`src/rtl/vbst_pkg.sv`:
```
`timescale 1ns / 1ps
// ----------------------------------------------------------------------------
// vbst_pkg: shared constants and types for the volume blob solitary test
// Field widths, register map, verdict codes and sequencer states.
// ----------------------------------------------------------------------------
package vbst_pkg;

  localparam int VOXEL_W = 8;
  localparam int DIM_W   = 9;
  localparam int COUNT_W = 25;
  localparam int EXT_W   = 9;
  localparam int VERD_W  = 3;
  localparam int CFG_IDX_W  = 2;
  localparam int CFG_DATA_W = 25;

  localparam int MAX_DIM_DEFAULT = 256;

  localparam logic [DIM_W-1:0]   DIM_RESET      = 9'd64;
  localparam logic [COUNT_W-1:0] MAX_SIZE_RESET = 25'd1000;
  localparam logic [COUNT_W-1:0] COUNT_SAT      = '1;
  localparam logic [EXT_W-1:0]   EXT_SAT        = '1;

  typedef enum logic [CFG_IDX_W-1:0] {
    REG_DIM_X    = 2'd0,
    REG_DIM_Y    = 2'd1,
    REG_DIM_Z    = 2'd2,
    REG_MAX_SIZE = 2'd3
  } reg_idx_t;

  typedef enum logic [VERD_W-1:0] {
    VERD_SOLITARY    = 3'd0,
    VERD_TOO_LARGE   = 3'd1,
    VERD_TOUCHES     = 3'd2,
    VERD_EMPTY       = 3'd3,
    VERD_NOT_COMPACT = 3'd4
  } verdict_t;

  typedef enum logic [3:0] {
    ST_ACCUM = 4'b0001,
    ST_MUL1  = 4'b0010,
    ST_MUL2  = 4'b0100,
    ST_DONE  = 4'b1000
  } state_t;

endpackage

```
`src/rtl/vbst_in_if.sv`:
```
`timescale 1ns / 1ps
// ----------------------------------------------------------------------------
// vbst_in_if: voxel input channel
// Valid/ready channel carrying one voxel label per transaction.
// ----------------------------------------------------------------------------
interface vbst_in_if;
  logic                         valid;
  logic                         ready;
  logic [vbst_pkg::VOXEL_W-1:0] voxel;

  modport source (output valid, output voxel, input ready);
  modport sink   (input valid, input voxel, output ready);
endinterface

```
`src/rtl/vbst_out_if.sv`:
```
`timescale 1ns / 1ps
// ----------------------------------------------------------------------------
// vbst_out_if: verdict output channel
// Valid/ready channel carrying one verdict per volume.
// ----------------------------------------------------------------------------
interface vbst_out_if;
  logic                         valid;
  logic                         ready;
  logic                         solitary;
  logic [vbst_pkg::VERD_W-1:0]  verdict;
  logic [vbst_pkg::COUNT_W-1:0] fg_count;
  logic [vbst_pkg::EXT_W-1:0]   extent_x;
  logic [vbst_pkg::EXT_W-1:0]   extent_y;
  logic [vbst_pkg::EXT_W-1:0]   extent_z;

  modport source (output valid, output solitary, output verdict, output fg_count,
                  output extent_x, output extent_y, output extent_z, input ready);
  modport sink   (input valid, input solitary, input verdict, input fg_count,
                  input extent_x, input extent_y, input extent_z, output ready);
endinterface

```
`src/rtl/volume_blob_solitary_test_top.sv`:
```
`timescale 1ns / 1ps
// ----------------------------------------------------------------------------
// volume_blob_solitary_test_top: solitary-blob test on a streamed label volume
// Tracks raster position, foreground count, face contact and bounding box;
// gives one verdict per volume using a shared multiplier for box volume.
// ----------------------------------------------------------------------------
// Throughput: one voxel per cycle inside a volume. After the final voxel the
//   input stalls in MUL1 and MUL2 (two passes through the shared multiplier:
//   ext_x*ext_y, then *ext_z) and in DONE, which loads the result register
//   once the output register is free.
// Reset (rst, synchronous): position and accumulators cleared, registers
//   back to 64/64/64/1000, output register empty.
// ----------------------------------------------------------------------------
module volume_blob_solitary_test_top #(
  parameter int MAX_DIM = vbst_pkg::MAX_DIM_DEFAULT
) (
  input  logic                            clk,
  input  logic                            rst,
  input  logic                            cfg_we,
  input  logic [vbst_pkg::CFG_IDX_W-1:0]  cfg_index,
  input  logic [vbst_pkg::CFG_DATA_W-1:0] cfg_data,
  vbst_in_if.sink                         in_ch,
  vbst_out_if.source                      out_ch
);

  // Position width, extent width (holds MAX_DIM), compare width for dims.
  localparam int PW = (MAX_DIM > 2) ? $clog2(MAX_DIM) : 1;
  localparam int EW = PW + 1;
  localparam int CW = (EW > vbst_pkg::DIM_W) ? EW : vbst_pkg::DIM_W;
  // Shared multiplier: (2*EW) x EW bits.
  localparam int PRW = 3 * EW;
  localparam int FW  = vbst_pkg::COUNT_W + 2;
  localparam int MW  = (PRW > FW) ? PRW : FW;

  // --------------------------------------------------------------------------
  // Configuration registers
  // --------------------------------------------------------------------------
  logic [vbst_pkg::DIM_W-1:0]   dim [3];
  logic [vbst_pkg::COUNT_W-1:0] max_size;

  always_ff @(posedge clk) begin
    if (rst) begin
      dim[0]   <= vbst_pkg::DIM_RESET;
      dim[1]   <= vbst_pkg::DIM_RESET;
      dim[2]   <= vbst_pkg::DIM_RESET;
      max_size <= vbst_pkg::MAX_SIZE_RESET;
    end else if (cfg_we) begin
      case (vbst_pkg::reg_idx_t'(cfg_index))
        vbst_pkg::REG_DIM_X:    dim[0]   <= cfg_data[vbst_pkg::DIM_W-1:0];
        vbst_pkg::REG_DIM_Y:    dim[1]   <= cfg_data[vbst_pkg::DIM_W-1:0];
        vbst_pkg::REG_DIM_Z:    dim[2]   <= cfg_data[vbst_pkg::DIM_W-1:0];
        vbst_pkg::REG_MAX_SIZE: max_size <= cfg_data;
        default: ;
      endcase
    end
  end

  // --------------------------------------------------------------------------
  // Raster position and per-voxel accumulation
  // --------------------------------------------------------------------------
  vbst_pkg::state_t             state;
  logic [PW-1:0]                pos [3];
  logic [PW-1:0]                pos_next [3];
  logic [PW-1:0]                box_min [3];
  logic [PW-1:0]                box_max [3];
  logic [PW-1:0]                box_min_next [3];
  logic [PW-1:0]                box_max_next [3];
  logic [vbst_pkg::COUNT_W-1:0] fg_total, fg_total_next;
  logic                         face_hit, face_hit_next;
  logic [CW-1:0]                eff_dim [3];
  logic [2:0]                   last;
  logic                         fg, on_face, in_acc, vol_end;

  assign in_acc  = in_ch.valid && in_ch.ready;
  assign fg      = (in_ch.voxel != '0);
  assign vol_end = &last;

  // Effective dimension: 0 acts as 1, anything above MAX_DIM as MAX_DIM.
  // A position at or past dim-1 counts as last on its axis.
  always_comb begin
    for (int a = 0; a < 3; a++) begin
      if (dim[a] == '0)
        eff_dim[a] = CW'(1);
      else if (CW'(dim[a]) > CW'(MAX_DIM))
        eff_dim[a] = CW'(MAX_DIM);
      else
        eff_dim[a] = CW'(dim[a]);
      last[a] = (CW'(pos[a]) >= (eff_dim[a] - CW'(1)));
    end
  end

  always_comb begin
    on_face = 1'b0;
    for (int a = 0; a < 3; a++)
      on_face = on_face || (pos[a] == '0) || last[a];
  end

  // x wraps every row, y when x wraps, z when both wrap
  always_comb begin
    pos_next[0] = last[0] ? '0 : pos[0] + PW'(1);
    pos_next[1] = pos[1];
    pos_next[2] = pos[2];
    if (last[0])
      pos_next[1] = last[1] ? '0 : pos[1] + PW'(1);
    if (last[0] && last[1])
      pos_next[2] = last[2] ? '0 : pos[2] + PW'(1);
  end

  always_comb begin
    fg_total_next = fg_total;
    face_hit_next = face_hit;
    for (int a = 0; a < 3; a++) begin
      box_min_next[a] = box_min[a];
      box_max_next[a] = box_max[a];
    end
    if (fg) begin
      if (fg_total != vbst_pkg::COUNT_SAT)
        fg_total_next = fg_total + vbst_pkg::COUNT_W'(1);
      if (on_face)
        face_hit_next = 1'b1;
      for (int a = 0; a < 3; a++) begin
        if (pos[a] < box_min[a]) box_min_next[a] = pos[a];
        if (pos[a] > box_max[a]) box_max_next[a] = pos[a];
      end
    end
  end

  always_ff @(posedge clk) begin
    if (rst) begin
      fg_total <= '0;
      face_hit <= 1'b0;
      for (int a = 0; a < 3; a++) begin
        pos[a]     <= '0;
        box_min[a] <= '1;
        box_max[a] <= '0;
      end
    end else if (in_acc) begin
      for (int a = 0; a < 3; a++)
        pos[a] <= pos_next[a];
      if (vol_end) begin
        // start over for the next volume; snapshot keeps this one
        fg_total <= '0;
        face_hit <= 1'b0;
        for (int a = 0; a < 3; a++) begin
          box_min[a] <= '1;
          box_max[a] <= '0;
        end
      end else begin
        fg_total <= fg_total_next;
        face_hit <= face_hit_next;
        for (int a = 0; a < 3; a++) begin
          box_min[a] <= box_min_next[a];
          box_max[a] <= box_max_next[a];
        end
      end
    end
  end

  // --------------------------------------------------------------------------
  // Volume snapshot taken on the final voxel
  // --------------------------------------------------------------------------
  logic [vbst_pkg::COUNT_W-1:0] snap_fg;
  logic                         snap_face;
  logic [EW-1:0]                snap_ext [3];
  logic [EW-1:0]                ext_calc [3];

  always_comb begin
    for (int a = 0; a < 3; a++) begin
      if (fg_total_next != '0)
        ext_calc[a] = EW'(box_max_next[a]) - EW'(box_min_next[a]) + EW'(1);
      else
        ext_calc[a] = '0;
    end
  end

  always_ff @(posedge clk) begin
    if (in_acc && vol_end) begin
      snap_fg   <= fg_total_next;
      snap_face <= face_hit_next;
      for (int a = 0; a < 3; a++)
        snap_ext[a] <= ext_calc[a];
    end
  end

  // --------------------------------------------------------------------------
  // Shared multiplier: pass 1 ext_x*ext_y, pass 2 previous product * ext_z
  // --------------------------------------------------------------------------
  logic [2*EW-1:0] mul_a;
  logic [EW-1:0]   mul_b;
  logic [PRW-1:0]  mul_p;
  logic [PRW-1:0]  prod;

  always_comb begin
    mul_a = '0;
    mul_b = '0;
    case (state)
      vbst_pkg::ST_MUL1: begin
        mul_a = (2*EW)'(snap_ext[0]);
        mul_b = snap_ext[1];
      end
      vbst_pkg::ST_MUL2: begin
        mul_a = prod[2*EW-1:0];
        mul_b = snap_ext[2];
      end
      default: ;
    endcase
    mul_p = PRW'(mul_a) * PRW'(mul_b);
  end

  always_ff @(posedge clk) begin
    if (state == vbst_pkg::ST_MUL1 || state == vbst_pkg::ST_MUL2)
      prod <= mul_p;
  end

  // --------------------------------------------------------------------------
  // Verdict, first applicable rule wins
  // --------------------------------------------------------------------------
  vbst_pkg::verdict_t verdict;
  logic [MW-1:0]      fg_x4;

  assign fg_x4 = MW'({snap_fg, 2'b00});

  always_comb begin
    if (snap_fg > max_size)
      verdict = vbst_pkg::VERD_TOO_LARGE;
    else if (snap_face)
      verdict = vbst_pkg::VERD_TOUCHES;
    else if (snap_fg == '0)
      verdict = vbst_pkg::VERD_EMPTY;
    else if (fg_x4 < MW'(prod))
      verdict = vbst_pkg::VERD_NOT_COMPACT;
    else
      verdict = vbst_pkg::VERD_SOLITARY;
  end

  // Reported extents saturate at the field's maximum
  function automatic logic [vbst_pkg::EXT_W-1:0] sat_ext(input logic [EW-1:0] e);
    logic [CW-1:0] ec;
    ec = CW'(e);
    if (ec > CW'(vbst_pkg::EXT_SAT))
      return vbst_pkg::EXT_SAT;
    return ec[vbst_pkg::EXT_W-1:0];
  endfunction

  // --------------------------------------------------------------------------
  // Sequencer and output register
  // --------------------------------------------------------------------------
  logic out_valid, load_out;
  vbst_pkg::state_t state_next;

  assign load_out = (state == vbst_pkg::ST_DONE) && (!out_valid || out_ch.ready);

  always_comb begin
    state_next = state;
    case (state)
      vbst_pkg::ST_ACCUM: if (in_acc && vol_end) state_next = vbst_pkg::ST_MUL1;
      vbst_pkg::ST_MUL1:  state_next = vbst_pkg::ST_MUL2;
      vbst_pkg::ST_MUL2:  state_next = vbst_pkg::ST_DONE;
      vbst_pkg::ST_DONE:  if (load_out) state_next = vbst_pkg::ST_ACCUM;
      default:            state_next = vbst_pkg::ST_ACCUM;
    endcase
  end

  always_ff @(posedge clk) begin
    if (rst) begin
      state     <= vbst_pkg::ST_ACCUM;
      out_valid <= 1'b0;
    end else begin
      state <= state_next;
      if (load_out)
        out_valid <= 1'b1;
      else if (out_ch.ready)
        out_valid <= 1'b0;
    end
  end

  always_ff @(posedge clk) begin
    if (load_out) begin
      out_ch.solitary <= (verdict == vbst_pkg::VERD_SOLITARY);
      out_ch.verdict  <= verdict;
      out_ch.fg_count <= snap_fg;
      out_ch.extent_x <= sat_ext(snap_ext[0]);
      out_ch.extent_y <= sat_ext(snap_ext[1]);
      out_ch.extent_z <= sat_ext(snap_ext[2]);
    end
  end

  assign out_ch.valid = out_valid;
  assign in_ch.ready  = (state == vbst_pkg::ST_ACCUM);

  // --------------------------------------------------------------------------
  // Assertions
  // --------------------------------------------------------------------------
  a_end_starts_mul: assert property (@(posedge clk) disable iff (rst)
    (in_acc && vol_end) |=> (state == vbst_pkg::ST_MUL1))
    else $error("final voxel did not start verdict sequence");

  a_end_clears: assert property (@(posedge clk) disable iff (rst)
    (in_acc && vol_end) |=> (fg_total == '0 && !face_hit && pos[0] == '0
                             && pos[1] == '0 && pos[2] == '0))
    else $error("accumulators not cleared after final voxel");

  a_rose_from_done: assert property (@(posedge clk) disable iff (rst)
    $rose(out_valid) |-> $past(state == vbst_pkg::ST_DONE))
    else $error("result appeared outside verdict sequence");

  a_solitary_match: assert property (@(posedge clk) disable iff (rst)
    out_valid |-> (out_ch.solitary == (out_ch.verdict == vbst_pkg::VERD_SOLITARY)))
    else $error("solitary flag disagrees with verdict");

  a_busy_stalls: assert property (@(posedge clk) disable iff (rst)
    (state != vbst_pkg::ST_ACCUM) |-> !in_ch.ready)
    else $error("input taken during verdict sequence");

endmodule

```
`src/flat_wrapper.sv`:
```
// flat-port wrapper written by rule: the top's interface ports become plain ports
module volume_blob_solitary_test_top_flat 
#(
  parameter int MAX_DIM = vbst_pkg::MAX_DIM_DEFAULT
)
  (clk, rst, cfg_we, cfg_index, cfg_data, in_ch_valid, in_ch_voxel, in_ch_ready, out_ch_valid, out_ch_solitary, out_ch_verdict, out_ch_fg_count, out_ch_extent_x, out_ch_extent_y, out_ch_extent_z, out_ch_ready);
  vbst_in_if in_ch_i ();
  vbst_out_if out_ch_i ();
  input  logic clk;
  input  logic rst;
  input  logic cfg_we;
  input  logic [vbst_pkg::CFG_IDX_W-1:0] cfg_index;
  input  logic [vbst_pkg::CFG_DATA_W-1:0] cfg_data;
  input wire logic [$bits(in_ch_i.valid)-1:0] in_ch_valid;
  input wire logic [$bits(in_ch_i.voxel)-1:0] in_ch_voxel;
  output wire logic [$bits(in_ch_i.ready)-1:0] in_ch_ready;
  output wire logic [$bits(out_ch_i.valid)-1:0] out_ch_valid;
  output wire logic [$bits(out_ch_i.solitary)-1:0] out_ch_solitary;
  output wire logic [$bits(out_ch_i.verdict)-1:0] out_ch_verdict;
  output wire logic [$bits(out_ch_i.fg_count)-1:0] out_ch_fg_count;
  output wire logic [$bits(out_ch_i.extent_x)-1:0] out_ch_extent_x;
  output wire logic [$bits(out_ch_i.extent_y)-1:0] out_ch_extent_y;
  output wire logic [$bits(out_ch_i.extent_z)-1:0] out_ch_extent_z;
  input wire logic [$bits(out_ch_i.ready)-1:0] out_ch_ready;
  assign in_ch_i.valid = in_ch_valid;
  assign in_ch_i.voxel = in_ch_voxel;
  assign in_ch_ready = in_ch_i.ready;
  assign out_ch_valid = out_ch_i.valid;
  assign out_ch_solitary = out_ch_i.solitary;
  assign out_ch_verdict = out_ch_i.verdict;
  assign out_ch_fg_count = out_ch_i.fg_count;
  assign out_ch_extent_x = out_ch_i.extent_x;
  assign out_ch_extent_y = out_ch_i.extent_y;
  assign out_ch_extent_z = out_ch_i.extent_z;
  assign out_ch_i.ready = out_ch_ready;
  volume_blob_solitary_test_top #(.MAX_DIM(MAX_DIM)) u_core (.clk(clk), .rst(rst), .cfg_we(cfg_we), .cfg_index(cfg_index), .cfg_data(cfg_data), .in_ch(in_ch_i), .out_ch(out_ch_i));
endmodule
```
`config.mk`:
```
export PLATFORM = sky130hd
export DESIGN_NAME = volume_blob_solitary_test_top_flat
export DESIGN_NICKNAME = d
export VERILOG_FILES = /design/src/rtl/vbst_pkg.sv /design/src/rtl/vbst_in_if.sv /design/src/rtl/vbst_out_if.sv /design/src/rtl/volume_blob_solitary_test_top.sv /design/src/flat_wrapper.sv
export SDC_FILE = /design/constraint.sdc
export NUM_CORES = 1
export LEC_CHECK = 0
export BUFFER_PORTS_ARGS = -buffer_cell sky130_fd_sc_hd__buf_2
export CELL_PAD_IN_SITES_DETAIL_PLACEMENT = 0
export CELL_PAD_IN_SITES_GLOBAL_PLACEMENT = 1
export CORE_MARGIN = 2
export CORE_UTILIZATION = 45
export DETAILED_ROUTE_END_ITERATION = 8
export MAX_ROUTING_LAYER = met4
export PLACE_DENSITY = 0.87
export SYNTH_ARGS = -nofsm -noshare
export SYNTH_HDL_FRONTEND = slang
export SYNTH_SLANG_ARGS = --single-unit
export TNS_END_PERCENT = 20
```
`constraint.sdc`:
```
create_clock -name clk -period 6.2 [get_ports clk]
set_clock_uncertainty 0.15 [all_clocks]
set_input_delay 0.62 -clock clk [delete_from_list [all_inputs] [get_ports clk]]
set_output_delay 0.62 -clock clk [all_outputs]
set_load 0.05 [all_outputs]
```
==> results of run 1 <==
==> per-layer routing <==
metal | up-vias | GRT usage, % | part of all wire (%)
li1 | 7479 | - | -
met1 | 7589 | 29.7 | 44
met2 | 411 | 36.1 | 48
met3 | 86 | 2.52 | 5.5
met4 | 0 | 6.43 | 2.5
met5 | - | - | 0
==> timing repair <==
item,4_1_cts,5_1_grt
gates cloned,0,2
gates resized for setup,2,18
buffers inserted,0,3
pin swaps,0,4
setup endpoints to repair,4,5
==> final cells by class <==
class / instances / area [um^2]
Sequential cell: 291 / 8180
Multi-Input combinational cell: 1455 / 11700
Inverter: 293 / 1100
Tap cell: 607 / 759
Clock inverter: 21 / 210
Fill cell: 4133 / 22600
Clock buffer: 42 / 922
Timing Repair Buffer: 157 / 1060
==> cells in the mapped netlist (5+ instances only) <==
library cell  instances  share of area (%)
dfxtp_1              56                5.3
o31ai_1               8               0.28
o21bai_1             10               0.35
clkbuf_1             70                1.2
a21oi_1              94                2.2
a211oi_1             10               0.35
buf_2                 8               0.19
a22o_1               30                1.2
nand3_1              51                1.2
xnor2_1              50                2.1
o21a_1               18               0.64
inv_1               293                5.2
nand2b_1             22               0.65
a22oi_1              18               0.64
o21ai_0              44                1.0
nor4_1               19               0.56
o211ai_1              5               0.18
or4_1                 7               0.25
nand2_1             200                3.5
nand4_1              20               0.59
mux2i_1              26                1.2
and2_1               43                1.3
nor3_1               21               0.49
and3_1               15               0.44
edfxtp_1            235                 33
ha_1                221                 13
mux2_2               20                1.1
xor2_1               36                1.5
a21o_1               44                1.6
nor2b_1              24               0.71
fa_1                116                 11
a31oi_1              13               0.38
or3_1                12               0.35
nor2_1              197                3.5
==> cell families (layout without fill, tap and decap cells) <==
family,Yosys count,count (layout),synth area share (%)
DFF,291,291,38.5
adders and majority gates,337,337,23.9
buffers and inverters,379,513,6.83
AOI/OAI and AO/OA,327,327,10.2
xor gates and xnor gates,86,86,3.55
muxes,46,46,2.29
and+or+nand+nor,659,659,14.7
==> flip-flops by register name (all words and copies together), names as in the netlist <==
name,cells
u_core.dim,27
u_core.prod,27
u_core.snap_ext,27
u_core.fg_total,25
u_core.max_size,25
u_core.out_ch.fg_count,25
u_core.snap_fg,25
u_core.box_max,24
u_core.box_min,24
u_core.pos,24
u_core.out_ch.extent_x,9
u_core.out_ch.extent_y,9
u_core.out_ch.extent_z,9
u_core.state,4
u_core.out_ch.verdict,3
u_core.face_hit,1
u_core.out_ch.solitary,1
u_core.out_ch.valid,1
u_core.snap_face,1
==> worst max-delay path: cells and delay by family, from the launching register on <==
| family | cells | cell delay [ns] |
|---|---|---|
| adder cells (fa/ha/maj) | 5 | 2.36 |
| AO/OA/AOI/OAI | 6 | 1.24 |
| AND/OR/NAND/NOR | 5 | 0.87 |
| buffers and inverters | 5 | 0.52 |
| flip-flops | 1 | 0.41 |
| XOR/XNOR | 1 | 0.09 |
==> through the flow <==
| stage | instance area [um^2] | TNS, ns | hold WS, ns |
|---|---|---|---|
| finish | 23900 | 0 | 0.156 |
| global route | 23900 | -0.0668 | 0.154 |
| CTS | 23800 | 0 | 0.134 |
| detailed placement | 22700 | -0.270 | 0.299 |
| global placement | 22700 | 0 | 0.296 |
| floorplan | 21300 | 0 | 0.286 |
==> report_power, final <==
group / internal [mW] / switching [mW] / leakage (nW)
sequential: 2.22 / 0.0785 / 2.72
clock: 1.17 / 0.897 / 0.548
combinational: 0.390 / 0.483 / 7.25
total: 3.78 / 1.46 / 10.5
==> worst max path at each step <==
stage / from / end / slack, ns / cells past startpoint
3_3_place_gp: u_core.state[3]$_SDFFE_PP0P_ / u_core.prod[26]$_DFFE_PN_ / 0.01 / 20
6_report: u_core.state[1]$_SDFFE_PP0P_ / u_core.prod[25]$_DFFE_PN_ / 0.27 / 22
2_1_floorplan: u_core.state[3]$_SDFFE_PP0P_ / u_core.prod[25]$_DFFE_PN_ / 0.06 / 22
5_1_grt: u_core.state[1]$_SDFFE_PP0P_ / u_core.prod[26]$_DFFE_PN_ / -0.05 / 22
4_1_cts: u_core.state[3]$_SDFFE_PP0P_ / u_core.prod[26]$_DFFE_PN_ / 0.002 / 21
3_5_place_dp: u_core.state[3]$_SDFFE_PP0P_ / u_core.prod[25]$_DFFE_PN_ / -0.11 / 20
==> results.md, run 1 <==
- Status: completed
- Final Setup Violations: 0
- Hold wc startpoint: cfg_data[15]
- Power Density: 219 nW/um^2
- Syn Nets: 2,502
- Total power: 5.23 mW
- IO Count: just under 100
- Hpwl dp: 41,000 um
- Most used DFF post-synth: edfxtp_1
- Worst EP arrival: between 6 and 7 ns
- Clk sink count: 291
- Max incr delay on CP: between 0.5 and 0.6 ns
- Dpl cells: approximately 2,800
- DR iter-0 viols: between 1,000 and 1,500
- Final cell count without fillers: between 2,000 and 3,000
- Max rail drop VDD: 0.000246 V
- Initial Utilization: 45.6%
- Number of max-cap violations: 0
- Fin. Hold Viols: 0
- Total Routed Length: ~53,000 um
- Seq/Total Area, Yosys: 38.5%
- Worst Reg2Reg Path Length in Cells: 22
- Nets: between 2,000 and 3,000
- Slew HR: approximately 15%
- Core Util, Final: 51.4%
- Fraction of layout cells with a size suffix above 1: 12.0%
- Pre-antenna DRT Iters: 5
- FF+latch count, synth: 291
- Clock-pin slew on the worst setup and hold paths: roughly 0.060 ns
- Worst Hold Class: primary input to register
- CTS tree: built
- Antenna violations before repair: 1
- Slowest-stage cell, CP: fa_1
- Vias in the first global route: 15,500
- Area growth, synth to finish: 12.7%
- Commonest non-fill, non-tap cell in the layout: inv_1
- H-tree Lvls: 2
- RR Endpoint: u_core.prod[25]$_DFFE_PN_
- Period utilization: 95.6%
- Routed via count: approximately 16,000
- Max FO, Critical Path: 18
- Crit. End Element: register
- Cell count after synthesis: between 2,000 and 2,500
- Core footprint: ~47,000 um^2
- Required time worst endpoint: 6.34 ns
- Post-Syn Area: 21,200 um^2
- Final ANT Viol Nets: 0
- CP Class: register to register
- Worst-path cell chain: nor4b_4 -> buf_12 -> a22o_1 -> buf_12 -> nand3_1 -> fa_1 -> inv_1 -> fa_1 -> fa_1 -> inv_1 -> fa_1 -> inv_1 -> ha_1 -> and4_1 -> a2111oi_1 -> o21ai_1 -> a21oi_2 -> o21ai_1 -> nand4_1 -> nand4bb_1 -> a21oi_1 -> xnor2_1
- Rows: 79
- Fmax: 169 MHz
- Slew of the pin with the lowest slew margin: 1.26 ns
- Clock Latency Late Sink: 0.56 ns
- Root buffer cell: clkbuf_16
- Asr flop ratio synth: 0%
- Final WS setup: 0.274 ns
- Startpoint Class: register
- Pleak: 10.5 nW
- Hold Path Depth: 3
- YS warnings: 0
- Tmin final: 5.93 ns
- Yosys cell types: 61
- Most frequent cells in the layout: inv_1, edfxtp_1, ha_1
- Vias/cell: 5.43
- Pins Over Slew Limit: 0
- Port buffer count: 97
- CTS Buffer Depth: 3
- Syn avg cell area: 10.0 um^2
- Largest net degree at the start of global routing: around 50
- Hold EP: u_core.max_size[15]$_SDFFE_PP0P_
- ANT cells: 0
- Hold Buf Count CTS: 0
- DR WL/cell: 18.5 um
- CTS buffer count: 35
- Worst path most repeated cell: fa_1
- Residual DRC: 0
- Final global-route overflow total: 0
- First-pass GRT wire length: 84,500 um
- Die height: 221 um
- Total GRT Usage: 22.3%
- Global placer's final weighted congestion: 0.936
- Number of flops mapped to enable cells by yosys: 235
- RSZ-0062 raised after global routing: yes
- Die W: 221 um
- Placement Setup Slack: -0.114 ns
- Full die area: 49,000 um^2
- Slack of the worst reg-to-reg path: 0.27 ns
- R2R Path Start: u_core.state[1]$_SDFFE_PP0P_
Note: power is estimated with default switching activity, not from simulation.
==> run 2, diff against run 1 <==
Settings changed: REMOVE_ABC_BUFFERS set to 1.
==> run 2 against run 1 <==
Hold slack worse by 0.0012 ns; clock-buffer cell count is 5 higher; combinational power is 0.8% lower; clock power is 3% higher; global-route usage is 0.30 points lower; critical path type unchanged; largest power group unchanged; highest routed layer unchanged.
==> results.md, run 2 (synthesized netlist as in run 1, its figures left out) <==
- Hold Buf Count CTS: 0 (unchanged)
- Multi-input gate area: 11,700 um^2 (+0.29%)
- H-tree Lvls: 2 (unchanged)
- Full die area: 49,000 um^2 (unchanged)
- DR WL/cell: 18.4 um (-0.73%)
- Combinational power share: 16.4% (-0.3 points)
- Startpoint Class: register
- Fin. Hold Viols: 0 (unchanged)
- DR iter-0 viols: 1,005 (-20%)
- Layout fillers: 4,132 (-0.024%)
- CTS buffer count: 36 (+2.9%)
- Most frequent cells in the layout: inv_1, edfxtp_1, ha_1
- Die height: 221 um (unchanged)
- Clk sink count: 291 (unchanged)
- Power Density: 219 nW/um^2 (+0.34%)
- Internal Power: 3.87 mW (+2.5%)
- Fraction of layout cells with a size suffix above 1: 12.2% (+0.23 points)
- Total Routed Length: 52,800 um (-0.45%)
- Placement Setup Slack: -0.179 ns (-0.0646 ns)
- Hpwl dp: 40,700 um (-0.69%)
- Final global-route overflow total: 0 (unchanged)
- Crit. End Element: register
- Residual DRC: 0 (unchanged)
- Required time worst endpoint: 6.34 ns (about the same)
- Initial Utilization: 45.6% (unchanged)
- Sw Ratio: 26.7% (-1.2 points)
- CP Class: register to register
- Fmax: 166 MHz (-1.6%)
- Root buffer cell: clkbuf_16
- Pre-antenna DRT Iters: 6 (+1)
- Area growth, synth to finish: 13.3%
- IO Count: 98 (unchanged)
- Core Util, Final: 51.7% (+0.27 points)
- Port buffer count: 97 (unchanged)
- Number of max-cap violations: 0 (unchanged)
- Global placer's final weighted congestion: 0.907 (-3.1%)
- Antenna violations before repair: 1 (unchanged)
- Total power: 5.28 mW (+0.87%)
- Tmin final: 6.02 ns (+0.0959 ns)
- Core footprint: 46,600 um^2 (unchanged)
- Clock Latency Late Sink: 0.56 ns (about the same)
- Clk pwr share: 40.1% (+0.7 points)
- Nets: 2,615 (+0.19%)
- Max FO, Critical Path: 15 (-3)
- Total GRT Usage: 22.0% (-0.30 points)
- Vias in the first global route: 15,700 (+1.4%)
- Final WS setup: 0.178 ns (-0.0959 ns)
- Rows: 79 (unchanged)
- Largest net degree at the start of global routing: 70 (+43%)
- Die W: 221 um (unchanged)
- Final Setup Violations: 0 (unchanged)
- Slew HR: 19.0% (+3.6 points)
- Commonest non-fill, non-tap cell in the layout: inv_1
- Largest regs: u_core.dim (27), u_core.prod (27), u_core.snap_ext (27)
- CTS Buffer Depth: 3 (unchanged)
- Sequential power share: 43.5% (-0.4 points)
- Period utilization: 97.1% (+1.5 points)
- Worst EP arrival: 6.16 ns (+0.10 ns)
- Pins Over Slew Limit: 0 (unchanged)
- CTS tree: built
- NetSw: 1.41 mW (-3.4%)
- Final ANT Viol Nets: 0 (unchanged)
- Routed via count: 15,800 (+1.2%)
- Seq. cell area: 8180 um^2 (about the same)
- Max rail drop VDD: 0.000181 V (-26%)
- Slew of the pin with the lowest slew margin: 1.21 ns (-0.0515 ns)
- Clock-pin slew on the worst setup and hold paths: 0.06 ns (about the same)
- Worst Hold Class: primary input to register
- Pleak: 10.6 nW (+0.51%)
- Vias/cell: 5.48 (+0.93%)
- First-pass GRT wire length: 84,200 um (-0.31%)
- Status: completed
## run 2: critical path, stage by stage (launching register included)
cell and delay, ns:
dfxtp_1 0.37, nor4b_4 0.43, buf_4 0.21, clkbuf_16 0.16, a22oi_1 0.09, buf_4 0.20
nor2_1 0.22, fa_1 0.46, fa_1 0.47, fa_1 0.54, inv_1 0.06, fa_1 0.52
inv_1 0.04, ha_1 0.31, and4_4 0.17, a2111oi_2 0.38, o21ai_1 0.15, a21oi_2 0.22
o21ai_2 0.11, nand4_1 0.10, nand4bb_1 0.15, a21oi_2 0.16, xnor2_1 0.08
## run 2: routing by layer
| metal | vias up | track usage (%) | wire [um] |
|---|---|---|---|
| li1 | 7491 | - | - |
| met3 | 119 | 3.86 | 3230 |
| met5 | - | - | 0 |
| met4 | 0 | 7.12 | 1760 |
| met2 | 459 | 35.6 | 24800 |
| met1 | 7684 | 28.2 | 23000 |
## run 2: cell type report
type	count	share of cell area (%)
well taps	607	3.16
clock inverters	19	0.796
clock buffers	47	4.13
inverters	293	4.57
diodes	1	0.0104
multi-input cells	1455	48.8
flip-flops and latches	291	34.0
repair buffers	161	4.56
## run 2: what timing repair did
action / 4_1_cts / 5_1_grt
resized for setup: 11 / 18
cloned: 0 / 3
buffers inserted: 0 / 4
setup endpoints to repair: 5 / 5
pin swaps: 0 / 11
## run 2: final timing paths
kind / from / to / slack (ns) / cells past startpoint
worst min register to register: u_core.max_size[23]$_SDFFE_PP0P_ / u_core.max_size[23]$_SDFFE_PP0P_ / 0.31 / 2
worst max-delay path: u_core.state[0]$_SDFFE_PP1P_ / u_core.prod[25]$_DFFE_PN_ / 0.18 / 22
worst min-delay path: cfg_data[11] / u_core.max_size[11]$_SDFFE_PP0P_ / 0.16 / 3
worst max register to register: u_core.state[0]$_SDFFE_PP1P_ / u_core.prod[25]$_DFFE_PN_ / 0.18 / 22
## run 2: power groups by stage
stage               Sequential (mW)  Clock (mW)  Combinational [mW]
floorplan                      2.31           0               0.652
global placement               2.33           0               0.833
detailed placement             2.34           0               0.863
CTS                            2.30        2.16               0.871
global route                   2.31        2.23               0.989
finish                         2.30        2.12               0.866
## run 2: stage by stage
step / std cells / instance area (um^2) / setup TNS (ns) / hold slack [ns]
6_report: 2874 / 24100 / 0 / 0.155
5_1_grt: 2874 / 24100 / -0.203 / 0.144
4_1_cts: 2866 / 23900 / 0 / 0.135
3_5_place_dp: 2800 / 22700 / -0.414 / 0.301
3_3_place_gp: 2800 / 22700 / 0 / 0.296
2_1_floorplan: 2039 / 20900 / -90.93 / 0.277
==> run 3, diff against run 2 <==
Settings changed: CELL_PAD_IN_SITES_DETAIL_PLACEMENT 0 to 2, CELL_PAD_IN_SITES_GLOBAL_PLACEMENT 1 to 2, CORE_UTILIZATION 45 to 37.
==> run 3 against run 2 <==
The run now ends with negative setup slack left; register-to-register slack got worse by 0.31 ns; via count rose by 12%; utilization fell by 7.5 points; global-route usage rose by 6.3 points.
==> results.md, run 3 (synthesized netlist as in run 1, its figures left out) <==
- Routed via count: 17,600 (+12%)
- Hold Buf Count CTS: 0 (unchanged)
- Global placer's final weighted congestion: 0.919 (+1.3%)
- Die height: 244 um (+10%)
- Total GRT Usage: 28.3% (+6.3 points)
- Crit. End Element: register
- Die W: 244 um (+10%)
- Worst Reg2Reg Path Length in Cells: 25 (+14%)
- Dpl cells: 2,947 (+5.3%)
- DR WL/cell: 28.5 um (+55%)
- Worst EP arrival: 6.52 ns (+0.36 ns)
- Total power: 5.78 mW (+9.4%)
- Total Routed Length: 87,000 um (+65%)
- Final Setup Violations: 4 (+4)
- Placement Setup Slack: -0.505 ns (-0.326 ns)
- Failing checks: negative setup slack
- First-pass GRT wire length: 124,000 um (+47%)
- CP endpoint: u_core.prod[26]$_DFFE_PN_
- CTS Buffer Depth: 3 (unchanged)
- Initial Utilization: 37.5% (-8.1 points)
- Pre-antenna DRT Iters: 5 (-1)
- DR iter-0 viols: 1,115 (+11%)
- Final global-route overflow total: 0 (unchanged)
- Final cell count without fillers: 3,058 (+6.4%)
- WL met3: 4210 um (+30%)
- Slew of the pin with the lowest slew margin: 1.28 ns (+0.0737 ns)
- Worst setup startpoint: u_core.state[3]$_SDFFE_PP0P_
- Clock Latency Late Sink: 0.61 ns (+0.05 ns)
- Antenna violations before repair: 2 (+1)
- Rows: 87 (+10%)
- R2R Path Start: u_core.state[3]$_SDFFE_PP0P_
- Pins Over Slew Limit: 0 (unchanged)
- NetSw: 1.81 mW (+28%)
- Max rail drop VDD: 0.000172 V (-5.1%)
- CTS buffer count: 39 (+8.3%)
- Largest regs: u_core.dim (27), u_core.prod (27), u_core.snap_ext (27)
- Max Used Layer: met4
- Most frequent cells in the layout: inv_1, edfxtp_1, ha_1
- Status: complete, but fails checks
- Vias in the first global route: 19,700 (+26%)
- Core Util, Final: 44.2% (-7.5 points)
- Slowest-stage cell, CP: fa_1
- Sw Ratio: 31.3% (+4.6 points)
- Post-DP Area: 22,800 um^2 (+0.81%)
- Tmin final: 6.33 ns (+0.309 ns)
- Residual DRC: 0 (unchanged)
- Startpoint Class: register
- Met2 WL: 44,300 um (+79%)
- IO Count: 98 (unchanged)
- Required time worst endpoint: 6.39 ns (+0.05 ns)
- Nets: 2,646 (+1.2%)
- RR Endpoint: u_core.prod[26]$_DFFE_PN_
- Number of max-cap violations: 0 (unchanged)
- RSZ-0062 raised after global routing: yes
- Vias/cell: 5.76 (+5.0%)
- Final WS setup: -0.131 ns (-0.309 ns)
- Period utilization: 102% (+5.0 points)
- Port buffer count: 97 (unchanged)
- WL met1: 33,800 um (+47%)
- H-tree Lvls: 2 (unchanged)
- Fin area: 25,000 um^2 (+3.9%)
- Slack of the worst reg-to-reg path: -0.13 ns (-0.31 ns)
- CTS tree: built
- Internal Power: 3.97 mW (+2.6%)
- Core footprint: 56,600 um^2 (+22%)
- Max incr delay on CP: 0.55 ns (about the same)
- Worst path most repeated cell: fa_1
- Slew HR: 14.8% (-4.2 points)
- Full die area: 59,400 um^2 (+21%)
- Combinational power share: 18.6% (+2.2 points)
- Area growth, synth to finish: 17.7%
- Largest net degree at the start of global routing: 49 (-30%)
- Pleak: 10.9 nW (+2.8%)
- Fraction of layout cells with a size suffix above 1: 16.1% (+3.9 points)
- Max FO, Critical Path: 8 (-7)
- Fin. Hold Viols: 0 (unchanged)
- Final ANT Viol Nets: 0 (unchanged)
- Worst Hold Class: primary input to register
- Clock-pin slew on the worst setup and hold paths: 0.06 ns (about the same)
- Clk sink count: 291 (unchanged)
- Root buffer cell: clkbuf_16
- Sequential power share: 40.1% (-3.4 points)
- Power Density: 231 nW/um^2 (+5.3%)
- Fmax: 158 MHz (-4.9%)
- Commonest non-fill, non-tap cell in the layout: inv_1
- CP Class: register to register
- Clk pwr share: 41.3% (+1.2 points)
- Hpwl dp: 56,700 um (+39%)
-- run 3: changes by cell type in the layout (fill, tap and decap cells not counted), moves of 7 or more --
cell | previous run | this run
a22o_1 | 29 | 17
a22o_4 | 0 | 11
buf_4 | 54 | 71
ha_1 | 221 | 213
ha_4 | 0 | 8
nor2_1 | 194 | 182
nor2_2 | 3 | 10
-- run 3: final cells by class --
class / instances / area, um^2
well taps: 756 / 946
multi-input cells: 1455 / 12100
flip-flops and latches: 291 / 8190
inverters: 293 / 1100
diodes: 2 / 5.00
clock buffers: 47 / 1040
repair buffers: 189 / 1400
clock inverters: 25 / 246
fillers: 5944 / 31600
-- run 3: routing by layer --
layer / track usage, % / up-vias
li1: - / 7545
met2: 50.0 / 629
met4: 11.1 / 0
met5: - / -
met1: 32.2 / 9135
met3: 4.26 / 290
-- run 3: critical path, delay by kind of cell (launching register included) --
family / cells / cell delay (ns)
compound gates: 6 / 0.89
fa+ha+maj: 5 / 2.32
simple gates: 4 / 1.03
flops: 1 / 0.39
xor+xnor: 1 / 0.08
buf+inv: 9 / 1.19
-- run 3: repair_timing --
action                     CTS  global route
setup endpoints to repair    7             6
setup buffers                8            26
pin swaps                    7            46
resized for setup           36            80
cloned                       2             2
-- run 3: how the worst min path moves through the flow --
stage / start / to / slack [ns] / depth (start not counted)
finish: cfg_data[13] / u_core.max_size[13]$_SDFFE_PP0P_ / 0.13 / 3
global route: cfg_data[13] / u_core.max_size[13]$_SDFFE_PP0P_ / 0.13 / 3
CTS: cfg_data[13] / u_core.max_size[13]$_SDFFE_PP0P_ / 0.11 / 3
detailed placement: u_core.max_size[15]$_SDFFE_PP0P_ / u_core.max_size[15]$_SDFFE_PP0P_ / 0.30 / 2
global placement: u_core.max_size[19]$_SDFFE_PP0P_ / u_core.max_size[19]$_SDFFE_PP0P_ / 0.29 / 2
floorplan: u_core.snap_ext[0][20]$_SDFFCE_PN0P_ / u_core.out_ch.extent_z[2]$_SDFFCE_PN1P_ / 0.28 / 0
-- run 3: power by group through the flow --
stage / Clock (mW) / Combinational, mW / Sequential, mW
2_1_floorplan: 0 / 0.652 / 2.31
3_3_place_gp: 0 / 0.843 / 2.34
3_5_place_dp: 0 / 0.980 / 2.35
4_1_cts: 2.38 / 1.06 / 2.31
5_1_grt: 2.46 / 1.16 / 2.32
6_report: 2.39 / 1.08 / 2.32
-- run 3: through the flow --
step	hold slack [ns]	TNS, ns
final	0.126	-0.276
after global routing	0.126	-0.999
after CTS	0.114	0
after detailed placement	0.303	-1.65
after global placement	0.294	-0.0850
after floorplan	0.277	-90.93
